<file path="config.mk">
export PLATFORM = sky130hd
export DESIGN_NAME = imu_still_bias_calibrator_flat
export DESIGN_NICKNAME = d
export VERILOG_FILES = /design/src/rtl/imusbc_pkg.sv /design/src/rtl/imusbc_ifs.sv /design/src/rtl/imusbc_regs.sv /design/src/rtl/imusbc_div.sv /design/src/rtl/imusbc_dp.sv /design/src/rtl/imusbc_ctrl.sv /design/src/rtl/imu_still_bias_calibrator.sv /design/src/flat_wrapper.sv
export SDC_FILE = /design/constraint.sdc
export NUM_CORES = 2
export LEC_CHECK = 0
export ABC_AREA = 0
export ABC_CLOCK_PERIOD_IN_PS = 16700
export BUFFER_PORTS_ARGS = -buffer_cell sky130_fd_sc_hd__buf_2
export CORE_UTILIZATION = 31
export CTS_CLUSTER_DIAMETER = 50
export DETAILED_ROUTE_END_ITERATION = 10
export PLACE_DENSITY_LB_ADDON = 0.3
export SLEW_MARGIN = 20
export SYNTH_ARGS = -nofsm -noshare
export SYNTH_HDL_FRONTEND = slang
export SYNTH_SLANG_ARGS = --single-unit
</file>
<file path="constraint.sdc">
create_clock -name clk -period 16.7 [get_ports clk]
set_input_delay 0.835 -clock clk [delete_from_list [all_inputs] [get_ports clk]]
set_output_delay 0.835 -clock clk [all_outputs]
set_load 0.02 [all_outputs]
</file>
<file path="src/rtl/imusbc_pkg.sv">
// Package for the IMU still-bias calibrator: widths, codes and the structs
// that pass between the register file, controller and datapath.
// Depends on nothing.
package imusbc_pkg;

	localparam int SAMPLE_W   = 16;
	localparam int LIM_W      = 15;
	localparam int CPG_W      = 15;
	localparam int CNT_W      = 16;
	localparam int OUT_W      = 16;
	localparam int SUM_W      = 40;
	localparam int MAG_W      = 32;
	localparam int FRAC_BITS  = 11;
	localparam int SQ_W       = 2 * SAMPLE_W;
	localparam int RAD_W      = SQ_W;
	localparam int ROOT_STEPS = RAD_W / 2;
	localparam int DVD_W      = MAG_W + FRAC_BITS;
	localparam int DVS_W      = CNT_W + CPG_W;
	localparam int DIV_STEPS  = DVD_W;
	localparam int ITER_W     = $clog2(DIV_STEPS);
	localparam int ADDR_W     = 4;
	localparam int DATA_W     = 32;
	localparam int STATUS_W   = 2;

	localparam logic [STATUS_W-1:0] ST_ACCEPT = 2'd0;
	localparam logic [STATUS_W-1:0] ST_MOTION = 2'd1;
	localparam logic [STATUS_W-1:0] ST_DONE   = 2'd2;

	localparam logic [1:0] REG_LIMIT  = 2'd0;
	localparam logic [1:0] REG_CPG    = 2'd1;
	localparam logic [1:0] REG_TARGET = 2'd2;

	localparam logic [LIM_W-1:0] LIMIT_RST  = 15'd66;
	localparam logic [CPG_W-1:0] CPG_RST    = 15'd4096;
	localparam logic [CNT_W-1:0] TARGET_RST = 16'd1000;

	localparam logic [1:0] DIV_X     = 2'd0;
	localparam logic [1:0] DIV_Y     = 2'd1;
	localparam logic [1:0] DIV_Z     = 2'd2;
	localparam logic [1:0] DIV_SCALE = 2'd3;

	typedef struct packed {
		logic signed [SAMPLE_W-1:0] acc_x;
		logic signed [SAMPLE_W-1:0] acc_y;
		logic signed [SAMPLE_W-1:0] acc_z;
		logic signed [SAMPLE_W-1:0] rate_x;
		logic signed [SAMPLE_W-1:0] rate_y;
		logic signed [SAMPLE_W-1:0] rate_z;
	} smp_t;

	typedef struct packed {
		logic [STATUS_W-1:0]     status;
		logic [CNT_W-1:0]        still_count;
		logic signed [OUT_W-1:0] bias_x;
		logic signed [OUT_W-1:0] bias_y;
		logic signed [OUT_W-1:0] bias_z;
		logic [OUT_W-1:0]        accel_scale;
	} res_t;

	typedef struct packed {
		logic [LIM_W-1:0] limit;
		logic [CPG_W-1:0] cpg;
		logic [CNT_W-1:0] target;
	} cfg_t;

	typedef struct packed {
		logic                load_in;
		logic                sq_load;
		logic                rad_load;
		logic                root_step;
		logic                accum;
		logic                clear_run;
		logic                den_load;
		logic                div_load;
		logic                div_step;
		logic                div_capture;
		logic                out_load;
		logic [1:0]          div_sel;
		logic [STATUS_W-1:0] status;
	} cmd_t;

	typedef struct packed {
		logic still;
		logic complete;
	} sts_t;

endpackage

</file>
<file path="src/rtl/imusbc_ifs.sv">
// Valid/ready channel interfaces for the sample input and the result output.
// Depends on imusbc_pkg.
interface imusbc_sample_if import imusbc_pkg::*; ();
	logic                       valid;
	logic                       ready;
	logic signed [SAMPLE_W-1:0] acc_x;
	logic signed [SAMPLE_W-1:0] acc_y;
	logic signed [SAMPLE_W-1:0] acc_z;
	logic signed [SAMPLE_W-1:0] rate_x;
	logic signed [SAMPLE_W-1:0] rate_y;
	logic signed [SAMPLE_W-1:0] rate_z;

	modport source (output valid, acc_x, acc_y, acc_z, rate_x, rate_y, rate_z, input ready);
	modport sink (input valid, acc_x, acc_y, acc_z, rate_x, rate_y, rate_z, output ready);
endinterface

interface imusbc_result_if import imusbc_pkg::*; ();
	logic                    valid;
	logic                    ready;
	logic [STATUS_W-1:0]     status;
	logic [CNT_W-1:0]        still_count;
	logic signed [OUT_W-1:0] bias_x;
	logic signed [OUT_W-1:0] bias_y;
	logic signed [OUT_W-1:0] bias_z;
	logic [OUT_W-1:0]        accel_scale;

	modport source (output valid, status, still_count, bias_x, bias_y, bias_z, accel_scale,
		input ready);
	modport sink (input valid, status, still_count, bias_x, bias_y, bias_z, accel_scale,
		output ready);
endinterface

</file>
<file path="src/rtl/imusbc_regs.sv">
// APB-style configuration registers: still limit, counts per g, sample target.
// Depends on imusbc_pkg.
module imusbc_regs import imusbc_pkg::*; (
	input  logic              clk,
	input  logic              arst_n,
	input  logic              psel,
	input  logic              penable,
	input  logic              pwrite,
	input  logic [ADDR_W-1:0] paddr,
	input  logic [DATA_W-1:0] pwdata,
	output logic [DATA_W-1:0] prdata,
	output cfg_t              cfg
);

	cfg_t       cfg_q;
	logic [1:0] idx;

	assign idx = paddr[ADDR_W-1:2];
	assign cfg = cfg_q;

	always_ff @(posedge clk or negedge arst_n) begin
		if (!arst_n) begin
			cfg_q.limit  <= LIMIT_RST;
			cfg_q.cpg    <= CPG_RST;
			cfg_q.target <= TARGET_RST;
		end else if (psel && penable && pwrite) begin
			unique case (idx)
				REG_LIMIT:  cfg_q.limit  <= pwdata[LIM_W-1:0];
				REG_CPG:    cfg_q.cpg    <= pwdata[CPG_W-1:0];
				REG_TARGET: cfg_q.target <= pwdata[CNT_W-1:0];
				default: ;
			endcase
		end
	end

	always_comb begin
		unique case (idx)
			REG_LIMIT:  prdata = DATA_W'(cfg_q.limit);
			REG_CPG:    prdata = DATA_W'(cfg_q.cpg);
			REG_TARGET: prdata = DATA_W'(cfg_q.target);
			default:    prdata = '0;
		endcase
	end

endmodule

</file>
<file path="src/rtl/imusbc_div.sv">
// Restoring divider, one quotient bit per step, shared by the bias and scale
// divisions. Depends on imusbc_pkg.
module imusbc_div import imusbc_pkg::*; (
	input  logic             clk,
	input  logic             load,
	input  logic             step,
	input  logic [DVD_W-1:0] dividend,
	input  logic [DVS_W-1:0] divisor,
	output logic [DVD_W-1:0] quotient
);

	logic [DVS_W-1:0] rem_q;
	logic [DVS_W-1:0] dvs_q;
	logic [DVD_W-1:0] dq_q;
	logic [DVS_W:0]   shifted;
	logic             fits;

	assign shifted  = {rem_q, dq_q[DVD_W-1]};
	assign fits     = shifted >= {1'b0, dvs_q};
	assign quotient = dq_q;

	always_ff @(posedge clk) begin
		if (load) begin
			rem_q <= '0;
			dvs_q <= divisor;
			dq_q  <= dividend;
		end else if (step) begin
			rem_q <= fits ? DVS_W'(shifted - {1'b0, dvs_q}) : shifted[DVS_W-1:0];
			dq_q  <= {dq_q[DVD_W-2:0], fits};
		end
	end

endmodule

</file>
<file path="src/rtl/imusbc_dp.sv">
// Datapath: stillness check, squares, iterative square root, running sums,
// the shared divider and the result register. Depends on imusbc_pkg, imusbc_div.
module imusbc_dp import imusbc_pkg::*; (
	input  logic clk,
	input  logic arst_n,
	input  cmd_t cmd,
	input  cfg_t cfg,
	input  smp_t smp,
	output sts_t sts,
	output res_t res
);

	smp_t                    in_q;
	logic [SQ_W-1:0]         sq_x_q, sq_y_q, sq_z_q;
	logic [RAD_W-1:0]        rad_q, root_q, bit_q;
	logic signed [SUM_W-1:0] rate_sum_x_q, rate_sum_y_q, rate_sum_z_q;
	logic [MAG_W-1:0]        mag_sum_q;
	logic [CNT_W-1:0]        still_q;
	logic [DVS_W-1:0]        den_q;
	logic signed [OUT_W-1:0] bias_x_q, bias_y_q, bias_z_q;
	logic [OUT_W-1:0]        scale_q;
	res_t                    res_q;

	logic signed [SQ_W-1:0]  px, py, pz;
	logic [RAD_W:0]          trial;
	logic [CNT_W-1:0]        cnt_next, target_eff;
	logic [CPG_W-1:0]        cpg_eff;
	logic [DVD_W-1:0]        dividend, quot;
	logic [DVS_W-1:0]        divisor;
	logic signed [SUM_W-1:0] sel_sum;
	logic [SUM_W-1:0]        sel_abs;
	logic [OUT_W-1:0]        q_signed;

	function automatic logic [SAMPLE_W:0] gyro_mag(input logic signed [SAMPLE_W-1:0] v);
		logic signed [SAMPLE_W:0] w;
		w = (SAMPLE_W + 1)'(v);
		return w[SAMPLE_W] ? unsigned'(-w) : unsigned'(w);
	endfunction

	assign sts.still = (32'(gyro_mag(in_q.rate_x)) < 32'(cfg.limit))
		&& (32'(gyro_mag(in_q.rate_y)) < 32'(cfg.limit))
		&& (32'(gyro_mag(in_q.rate_z)) < 32'(cfg.limit));

	assign cnt_next     = still_q + CNT_W'(1);
	assign target_eff   = (cfg.target == '0) ? CNT_W'(1) : cfg.target;
	assign sts.complete = (cnt_next != '0) && (cnt_next >= target_eff);
	assign cpg_eff      = (cfg.cpg == '0) ? CPG_W'(1) : cfg.cpg;

	assign px    = in_q.acc_x * in_q.acc_x;
	assign py    = in_q.acc_y * in_q.acc_y;
	assign pz    = in_q.acc_z * in_q.acc_z;
	assign trial = {1'b0, root_q} + {1'b0, bit_q};

	always_comb begin
		case (cmd.div_sel)
			DIV_X:   sel_sum = rate_sum_x_q;
			DIV_Y:   sel_sum = rate_sum_y_q;
			default: sel_sum = rate_sum_z_q;
		endcase
		sel_abs  = sel_sum[SUM_W-1] ? unsigned'(-sel_sum) : unsigned'(sel_sum);
		q_signed = sel_sum[SUM_W-1] ? OUT_W'(-quot[OUT_W-1:0]) : quot[OUT_W-1:0];
		if (cmd.div_sel == DIV_SCALE) begin
			dividend = {mag_sum_q, FRAC_BITS'(0)};
			divisor  = den_q;
		end else begin
			dividend = DVD_W'(sel_abs);
			divisor  = DVS_W'(still_q);
		end
	end

	imusbc_div u_div (
		.clk      (clk),
		.load     (cmd.div_load),
		.step     (cmd.div_step),
		.dividend (dividend),
		.divisor  (divisor),
		.quotient (quot)
	);

	always_ff @(posedge clk or negedge arst_n) begin
		if (!arst_n) begin
			rate_sum_x_q <= '0;
			rate_sum_y_q <= '0;
			rate_sum_z_q <= '0;
			mag_sum_q    <= '0;
			still_q      <= '0;
		end else if (cmd.clear_run) begin
			rate_sum_x_q <= '0;
			rate_sum_y_q <= '0;
			rate_sum_z_q <= '0;
			mag_sum_q    <= '0;
			still_q      <= '0;
		end else if (cmd.accum) begin
			rate_sum_x_q <= rate_sum_x_q + SUM_W'(in_q.rate_x);
			rate_sum_y_q <= rate_sum_y_q + SUM_W'(in_q.rate_y);
			rate_sum_z_q <= rate_sum_z_q + SUM_W'(in_q.rate_z);
			mag_sum_q    <= mag_sum_q + MAG_W'(root_q);
			still_q      <= cnt_next;
		end
	end

	always_ff @(posedge clk) begin
		if (cmd.load_in) begin
			in_q <= smp;
		end
		if (cmd.sq_load) begin
			sq_x_q <= unsigned'(px);
			sq_y_q <= unsigned'(py);
			sq_z_q <= unsigned'(pz);
		end
		if (cmd.rad_load) begin
			rad_q  <= sq_x_q + sq_y_q + sq_z_q;
			root_q <= '0;
			bit_q  <= RAD_W'(1) << (RAD_W - 2);
		end else if (cmd.root_step) begin
			if ({1'b0, rad_q} >= trial) begin
				rad_q  <= RAD_W'({1'b0, rad_q} - trial);
				root_q <= (root_q >> 1) + bit_q;
			end else begin
				root_q <= root_q >> 1;
			end
			bit_q <= bit_q >> 2;
		end
		if (cmd.den_load) begin
			den_q <= still_q * cpg_eff;
		end
		if (cmd.div_capture) begin
			case (cmd.div_sel)
				DIV_X: bias_x_q <= q_signed;
				DIV_Y: bias_y_q <= q_signed;
				DIV_Z: bias_z_q <= q_signed;
				default: begin
					scale_q <= (|quot[DVD_W-1:OUT_W]) ? '1 : quot[OUT_W-1:0];
				end
			endcase
		end
		if (cmd.out_load) begin
			res_q.status      <= cmd.status;
			res_q.still_count <= still_q;
			if (cmd.status == ST_DONE) begin
				res_q.bias_x      <= bias_x_q;
				res_q.bias_y      <= bias_y_q;
				res_q.bias_z      <= bias_z_q;
				res_q.accel_scale <= scale_q;
			end else begin
				res_q.bias_x      <= '0;
				res_q.bias_y      <= '0;
				res_q.bias_z      <= '0;
				res_q.accel_scale <= '0;
			end
		end
	end

	assign res = res_q;

endmodule

</file>
<file path="src/rtl/imusbc_ctrl.sv">
// Controller state machine: sequences the datapath and owns both handshakes.
// Depends on imusbc_pkg.
module imusbc_ctrl import imusbc_pkg::*; (
	input  logic clk,
	input  logic arst_n,
	input  logic in_valid,
	output logic in_ready,
	output logic out_valid,
	input  logic out_ready,
	input  sts_t sts,
	output cmd_t cmd
);

	typedef enum logic [3:0] {
		S_IDLE, S_CHK, S_ADD, S_ROOT, S_ACC, S_MUL, S_DIVLD, S_DIV, S_CAP, S_OUT
	} state_t;

	state_t              state_q;
	logic [ITER_W-1:0]   cnt_q;
	logic [1:0]          sel_q;
	logic [STATUS_W-1:0] kind_q;
	logic                out_valid_q;
	logic                out_free;

	assign in_ready  = (state_q == S_IDLE);
	assign out_valid = out_valid_q;
	assign out_free  = !out_valid_q || out_ready;

	always_comb begin
		cmd         = '0;
		cmd.div_sel = sel_q;
		cmd.status  = kind_q;
		unique case (state_q)
			S_IDLE:  cmd.load_in = in_valid;
			S_CHK: begin
				cmd.sq_load   = 1'b1;
				cmd.clear_run = !sts.still;
			end
			S_ADD:   cmd.rad_load = 1'b1;
			S_ROOT:  cmd.root_step = 1'b1;
			S_ACC:   cmd.accum = 1'b1;
			S_MUL:   cmd.den_load = 1'b1;
			S_DIVLD: cmd.div_load = 1'b1;
			S_DIV:   cmd.div_step = 1'b1;
			S_CAP:   cmd.div_capture = 1'b1;
			S_OUT: begin
				cmd.out_load  = out_free;
				cmd.clear_run = out_free && (kind_q == ST_DONE);
			end
			default: ;
		endcase
	end

	always_ff @(posedge clk or negedge arst_n) begin
		if (!arst_n) begin
			state_q     <= S_IDLE;
			cnt_q       <= '0;
			sel_q       <= DIV_X;
			kind_q      <= ST_ACCEPT;
			out_valid_q <= 1'b0;
		end else begin
			if ((state_q == S_OUT) && out_free) begin
				out_valid_q <= 1'b1;
			end else if (out_ready) begin
				out_valid_q <= 1'b0;
			end
			unique case (state_q)
				S_IDLE: begin
					if (in_valid) begin
						state_q <= S_CHK;
					end
				end
				S_CHK: begin
					if (sts.still) begin
						state_q <= S_ADD;
					end else begin
						kind_q  <= ST_MOTION;
						state_q <= S_OUT;
					end
				end
				S_ADD: begin
					cnt_q   <= '0;
					state_q <= S_ROOT;
				end
				S_ROOT: begin
					cnt_q <= cnt_q + ITER_W'(1);
					if (cnt_q == ITER_W'(ROOT_STEPS - 1)) begin
						state_q <= S_ACC;
					end
				end
				S_ACC: begin
					if (sts.complete) begin
						kind_q  <= ST_DONE;
						state_q <= S_MUL;
					end else begin
						kind_q  <= ST_ACCEPT;
						state_q <= S_OUT;
					end
				end
				S_MUL: begin
					sel_q   <= DIV_X;
					state_q <= S_DIVLD;
				end
				S_DIVLD: begin
					cnt_q   <= '0;
					state_q <= S_DIV;
				end
				S_DIV: begin
					cnt_q <= cnt_q + ITER_W'(1);
					if (cnt_q == ITER_W'(DIV_STEPS - 1)) begin
						state_q <= S_CAP;
					end
				end
				S_CAP: begin
					if (sel_q == DIV_SCALE) begin
						state_q <= S_OUT;
					end else begin
						sel_q   <= sel_q + 2'd1;
						state_q <= S_DIVLD;
					end
				end
				S_OUT: begin
					if (out_free) begin
						state_q <= S_IDLE;
					end
				end
				default: state_q <= S_IDLE;
			endcase
		end
	end

endmodule

</file>
<file path="src/rtl/imu_still_bias_calibrator.sv">
// IMU still-bias calibrator: an ordinary sample goes from acceptance to a
// loaded result through the stillness check, squares, 16 steps of the
// bit-pair square root, accumulation and output load. The sample that
// completes a run adds the count times counts-per-g product and four passes
// through the single 43-step restoring divider (x, y and z bias, then the
// scale). The result sits in an output register, so a new item is taken as
// soon as the block is back in idle, even while the previous result waits.
// Depends on imusbc_pkg, imusbc_ifs, imusbc_regs, imusbc_ctrl, imusbc_dp.
module imu_still_bias_calibrator import imusbc_pkg::*; (
	input  logic                    clk,
	input  logic                    arst_n,
	imusbc_sample_if.sink           sample,
	imusbc_result_if.source         result,
	input  logic                    psel,
	input  logic                    penable,
	input  logic                    pwrite,
	input  logic [ADDR_W-1:0]       paddr,
	input  logic [DATA_W-1:0]       pwdata,
	output logic [DATA_W-1:0]       prdata,
	output logic                    pready
);

	cfg_t cfg;
	cmd_t cmd;
	sts_t sts;
	smp_t smp;
	res_t res;

	assign pready = 1'b1;

	assign smp.acc_x  = sample.acc_x;
	assign smp.acc_y  = sample.acc_y;
	assign smp.acc_z  = sample.acc_z;
	assign smp.rate_x = sample.rate_x;
	assign smp.rate_y = sample.rate_y;
	assign smp.rate_z = sample.rate_z;

	assign result.status      = res.status;
	assign result.still_count = res.still_count;
	assign result.bias_x      = res.bias_x;
	assign result.bias_y      = res.bias_y;
	assign result.bias_z      = res.bias_z;
	assign result.accel_scale = res.accel_scale;

	imusbc_regs u_regs (
		.clk     (clk),
		.arst_n  (arst_n),
		.psel    (psel),
		.penable (penable),
		.pwrite  (pwrite),
		.paddr   (paddr),
		.pwdata  (pwdata),
		.prdata  (prdata),
		.cfg     (cfg)
	);

	imusbc_ctrl u_ctrl (
		.clk       (clk),
		.arst_n    (arst_n),
		.in_valid  (sample.valid),
		.in_ready  (sample.ready),
		.out_valid (result.valid),
		.out_ready (result.ready),
		.sts       (sts),
		.cmd       (cmd)
	);

	imusbc_dp u_dp (
		.clk    (clk),
		.arst_n (arst_n),
		.cmd    (cmd),
		.cfg    (cfg),
		.smp    (smp),
		.sts    (sts),
		.res    (res)
	);

endmodule
</file>
<file path="src/flat_wrapper.sv">
// flat-port wrapper written by rule: the top's interface ports become plain ports
module imu_still_bias_calibrator_flat import imusbc_pkg::*;
  (clk, arst_n, psel, penable, pwrite, paddr, pwdata, prdata, pready, sample_valid, sample_acc_x, sample_acc_y, sample_acc_z, sample_rate_x, sample_rate_y, sample_rate_z, sample_ready, result_valid, result_status, result_still_count, result_bias_x, result_bias_y, result_bias_z, result_accel_scale, result_ready);
  imusbc_sample_if sample_i ();
  imusbc_result_if result_i ();
  input  logic clk;
  input  logic arst_n;
  input  logic psel;
  input  logic penable;
  input  logic pwrite;
  input  logic [ADDR_W-1:0] paddr;
  input  logic [DATA_W-1:0] pwdata;
  output logic [DATA_W-1:0] prdata;
  output logic pready;
  input wire logic [$bits(sample_i.valid)-1:0] sample_valid;
  input wire logic [$bits(sample_i.acc_x)-1:0] sample_acc_x;
  input wire logic [$bits(sample_i.acc_y)-1:0] sample_acc_y;
  input wire logic [$bits(sample_i.acc_z)-1:0] sample_acc_z;
  input wire logic [$bits(sample_i.rate_x)-1:0] sample_rate_x;
  input wire logic [$bits(sample_i.rate_y)-1:0] sample_rate_y;
  input wire logic [$bits(sample_i.rate_z)-1:0] sample_rate_z;
  output wire logic [$bits(sample_i.ready)-1:0] sample_ready;
  output wire logic [$bits(result_i.valid)-1:0] result_valid;
  output wire logic [$bits(result_i.status)-1:0] result_status;
  output wire logic [$bits(result_i.still_count)-1:0] result_still_count;
  output wire logic [$bits(result_i.bias_x)-1:0] result_bias_x;
  output wire logic [$bits(result_i.bias_y)-1:0] result_bias_y;
  output wire logic [$bits(result_i.bias_z)-1:0] result_bias_z;
  output wire logic [$bits(result_i.accel_scale)-1:0] result_accel_scale;
  input wire logic [$bits(result_i.ready)-1:0] result_ready;
  assign sample_i.valid = sample_valid;
  assign sample_i.acc_x = sample_acc_x;
  assign sample_i.acc_y = sample_acc_y;
  assign sample_i.acc_z = sample_acc_z;
  assign sample_i.rate_x = sample_rate_x;
  assign sample_i.rate_y = sample_rate_y;
  assign sample_i.rate_z = sample_rate_z;
  assign sample_ready = sample_i.ready;
  assign result_valid = result_i.valid;
  assign result_status = result_i.status;
  assign result_still_count = result_i.still_count;
  assign result_bias_x = result_i.bias_x;
  assign result_bias_y = result_i.bias_y;
  assign result_bias_z = result_i.bias_z;
  assign result_accel_scale = result_i.accel_scale;
  assign result_i.ready = result_ready;
  imu_still_bias_calibrator u_core (.clk(clk), .arst_n(arst_n), .sample(sample_i), .result(result_i), .psel(psel), .penable(penable), .pwrite(pwrite), .paddr(paddr), .pwdata(pwdata), .prdata(prdata), .pready(pready));
endmodule
</file>
==> key figures <==
Detailed routing
  – # DRC: 0
  – DRT Pass-1 Iters: 6
  – Vias per inst: 4.91
  – Wire per inst: 17.7 um
  – Post-DRT Antenna Nets: 0
  – Initial DRC count: 3665
  – DR vias: 58.6k
  – WL final: 211000 um

Finish
  – Non-Filler Instances: 11.9k
  – Final net count: 10.2k
  – Layout area overhead: 10.7%
  – Layout cells sized above 1: 0.0682

STA
  – FMAX: 130 MHz
  – Hold Violations, Final: 0
  – Skew final: 0.0688 ns
  – Final setup fails: 0
  – Slew Limit Headroom: 0.301
  – Worst slew pin tran: 1.05 ns
  – Fin crit period: 7.68 ns
  – Final period utilization: 0.460
  – Setup_tns: 0 ns
  – Fin. max-slew vios: 0
  – RSZ-0062 raised after global routing: false

Run
  – Max_cap viols: 0

Clock network
  – Buffer levels on the longest clock path: 3
  – Htree depth: 3
  – Hold buffer count at cts: 0
  – Worst skew pair latency: 0.78 ns
  – CTS resizes: 0
  – CTS clk-pin slew, worst paths: 0.06 ns
  – Setup bufs post-CTS: 0
  – CTS Buf Count: 109
  – Clock root cell: clkbuf_16
  – Clock Sinks: 780
  – CTS tree: done

Floorplanning
  – Die Height: 512 um
  – Io pins: 256
  – Core ar.: 258000 um2
  – Die area: 262000 um2
  – Rows: 186
  – Die span in x: 512 um
  – Starting Density: 0.313

Yosys
  – Synth Area in Compound Gates: 0.127
  – Yosys warning total: 0
  – Synth Flop Type: edfxtp_1
  – Top cell type's share of synthesized area: 0.232
  – EDFF count, synth: 472
  – Post-synthesis adder-cell area fraction: 0.339
  – Mux contribution to synthesized area: 0.00954
  – Combinational family with the most area after synthesis: adder cells
  – Cells after Synth: 8341
  – Syn avg cell area: 9.67 um2
  – Synth cell types: 84
  – XOR/XNOR share of the synthesized area: 0.0527
  – Synth Area in Simple Gates: 0.130
  – Asr flop ratio synth: 0.294
  – Synthesized flop and latch total: 780
  – Leading post-synthesis cells by cell area: fa_1 23%, edfxtp_1 18%, ha_1 11%
  – Post-synth top area cell: fa_1
  – Cell area after synthesis: 80700 um2
  – Sequential share of the synthesized area: 0.266

Critical path
  – WP data arrival: 8.19 ns
  – CP Capture Type: flop
  – Crit path required time: 17.22 ns
  – Worst R2R Setup Slack: 9.02 ns
  – Kind of critical path: flop to flop
  – Largest fanout on the critical path: 19
  – Setup crit start kind: flop

GRT
  – Vias in the first global route: 61.2k
  – Final global-route overflow total: 0
  – First-pass GRT wire length: 339000 um
  – Largest net degree at the start of global routing: 122
  – Initial antenna violation count: 16
  – Gr usage total: 0.162

Placed design
  – Port-buffer cells: 220
  – GP Congestion: 0.876
  – DP Cell Count: 11.7k
  – DP HPWL: 164000 um

Status
  – Status: completed

Min path
  – Hold WC Path Type: input port to flop
[layer usage]
metal,track usage,up-vias,part of all wire
met5,0,-,0.00011
met4,0.0397,4,0.024
met3,0.0188,268,0.041
met2,0.272,1161,0.47
met1,0.221,29204,0.47
li1,-,27929,-
[worst max-delay path: stages, from the launching register on]
cell and delay, ns:
dfrtp_1 0.67, nor4_1 0.38, a41oi_1 0.16, buf_4 0.24
nand2b_1 0.20, fa_1 0.55, fa_1 0.54, inv_1 0.05
fa_1 0.45, ha_1 0.30, fa_1 0.48, inv_1 0.05
fa_1 0.47, inv_1 0.05, ha_1 0.34, a21oi_1 0.13
nor3b_1 0.16, a221oi_1 0.70, a21oi_1 0.22, o31a_1 0.37
o21ai_1 0.37, a21oi_1 0.19, a31oi_1 0.19, o21ai_0 0.12
[cell usage after synthesis (all sizes together) (11+ instances only)]
master / n
o21a: 63
buf: 42
edfxtp: 472
a31o: 11
fa: 937
a211oi: 69
a21oi: 470
a22o: 73
nand4: 45
ha: 690
nor2: 374
a21boi: 14
dfxtp: 79
nand2b: 99
a21o: 175
xor2: 188
mux2i: 33
or3: 40
nand3b: 11
o31ai: 44
nand2: 748
nor3: 98
nor4: 28
clkbuf: 257
and2: 410
a31oi: 67
o22ai: 13
o21bai: 35
and4: 16
a211o: 13
and3: 48
mux2: 39
nor2b: 73
inv: 1284
nand3: 90
o21ai: 478
dfrtp: 220
o211ai: 23
or2: 22
xnor2: 298
[cell families after synthesis]
family	Yosys count
AO/OA/AOI/OAI	1655
multiplexers	72
adder cells (fa/ha/maj)	1627
flip-flops	780
XOR/XNOR	486
AND/OR/NAND/NOR	2136
buffers and inverters	1583
other	2
[layout by cell type (no fill, tap or decap), types with 67 or more instances in the layout]
cell and n:
a21o_1 175, nand2_1 746, nand3_1 90, nor3_1 92, ha_1 689, xor2_1 188
a31oi_1 67, a21oi_1 469, dfxtp_1 79, and2_1 409, o21ai_0 468, clkbuf_16 110
nand2b_1 99, dfrtp_1 220, nor2b_1 72, inv_1 1283, fa_1 937, a22o_1 73
nor2_1 369, edfxtp_1 472, xnor2_1 298, a211oi_1 69, buf_2 219
[sequential cells by signal, indices dropped and copies added (netlist names), 32 cells and up]
| name | flops |
|---|---|
| u_core.u_dp.in_q | 96 |
| u_core.u_dp.res | 82 |
| u_core.u_regs.cfg | 46 |
| u_core.u_dp.u_div.quotient | 43 |
| u_core.u_dp.rate_sum_x_q | 40 |
| u_core.u_dp.rate_sum_y_q | 40 |
| u_core.u_dp.rate_sum_z_q | 40 |
| u_core.u_dp.mag_sum_q | 32 |
| u_core.u_dp.rad_q | 32 |
| u_core.u_dp.root_q | 32 |
[stage by stage]
| step | setup WS (ns) | util | instance area (um2) | hold WS, ns |
|---|---|---|---|---|
| after floorplan | 7.81 | - | 80800 | 0.423 |
| after global placement | 9.03 | 0.331 | 85500 | 0.461 |
| after detailed placement | 8.99 | 0.331 | 85500 | 0.470 |
| after CTS | 8.91 | 0.346 | 89200 | 0.156 |
| after global routing | 8.44 | 0.346 | 89300 | 0.183 |
| final | 9.02 | 0.346 | 89300 | 0.229 |
[cell type report]
cell class / count / area [um2]
tap: 3384 / 4230
clock buffer: 122 / 2820
fill: 26156 / 169000
clock inverter: 85 / 946
multi-input combinational: 5996 / 53400
inverter: 1284 / 4820
antenna: 1 / 2.50
sequential: 780 / 21500
timing repair buffer: 283 / 1630
[path summary, 6_finish.rpt]
check                                                   startpoint                                 endpoint  cells past startpoint
max in group asynchronous                                   arst_n        u_core.u_regs.cfg[11]$_DFFE_PN0P_                      4
setup reg to reg                 u_core.u_regs.cfg[22]$_DFFE_PN0P_          u_core.u_dp.den_q[29]$_DFFE_PP_                     23
hold / removal                                   sample_rate_y[12]           u_core.u_dp.in_q[28]$_DFFE_PP_                      1
min in group asynchronous                                   arst_n      u_core.u_ctrl.out_valid$_DFFE_PN0P_                      2
hold reg to reg            u_core.u_dp.u_div.rem_q[1]$_SDFFE_PP0P_  u_core.u_dp.u_div.rem_q[1]$_SDFFE_PP0P_                      2
setup / recovery                 u_core.u_regs.cfg[22]$_DFFE_PN0P_          u_core.u_dp.den_q[29]$_DFFE_PP_                     23
Power is left out: the tool's default activity adds up to more than one toggle a clock period on the data nets, which glitch-free logic cannot reach.
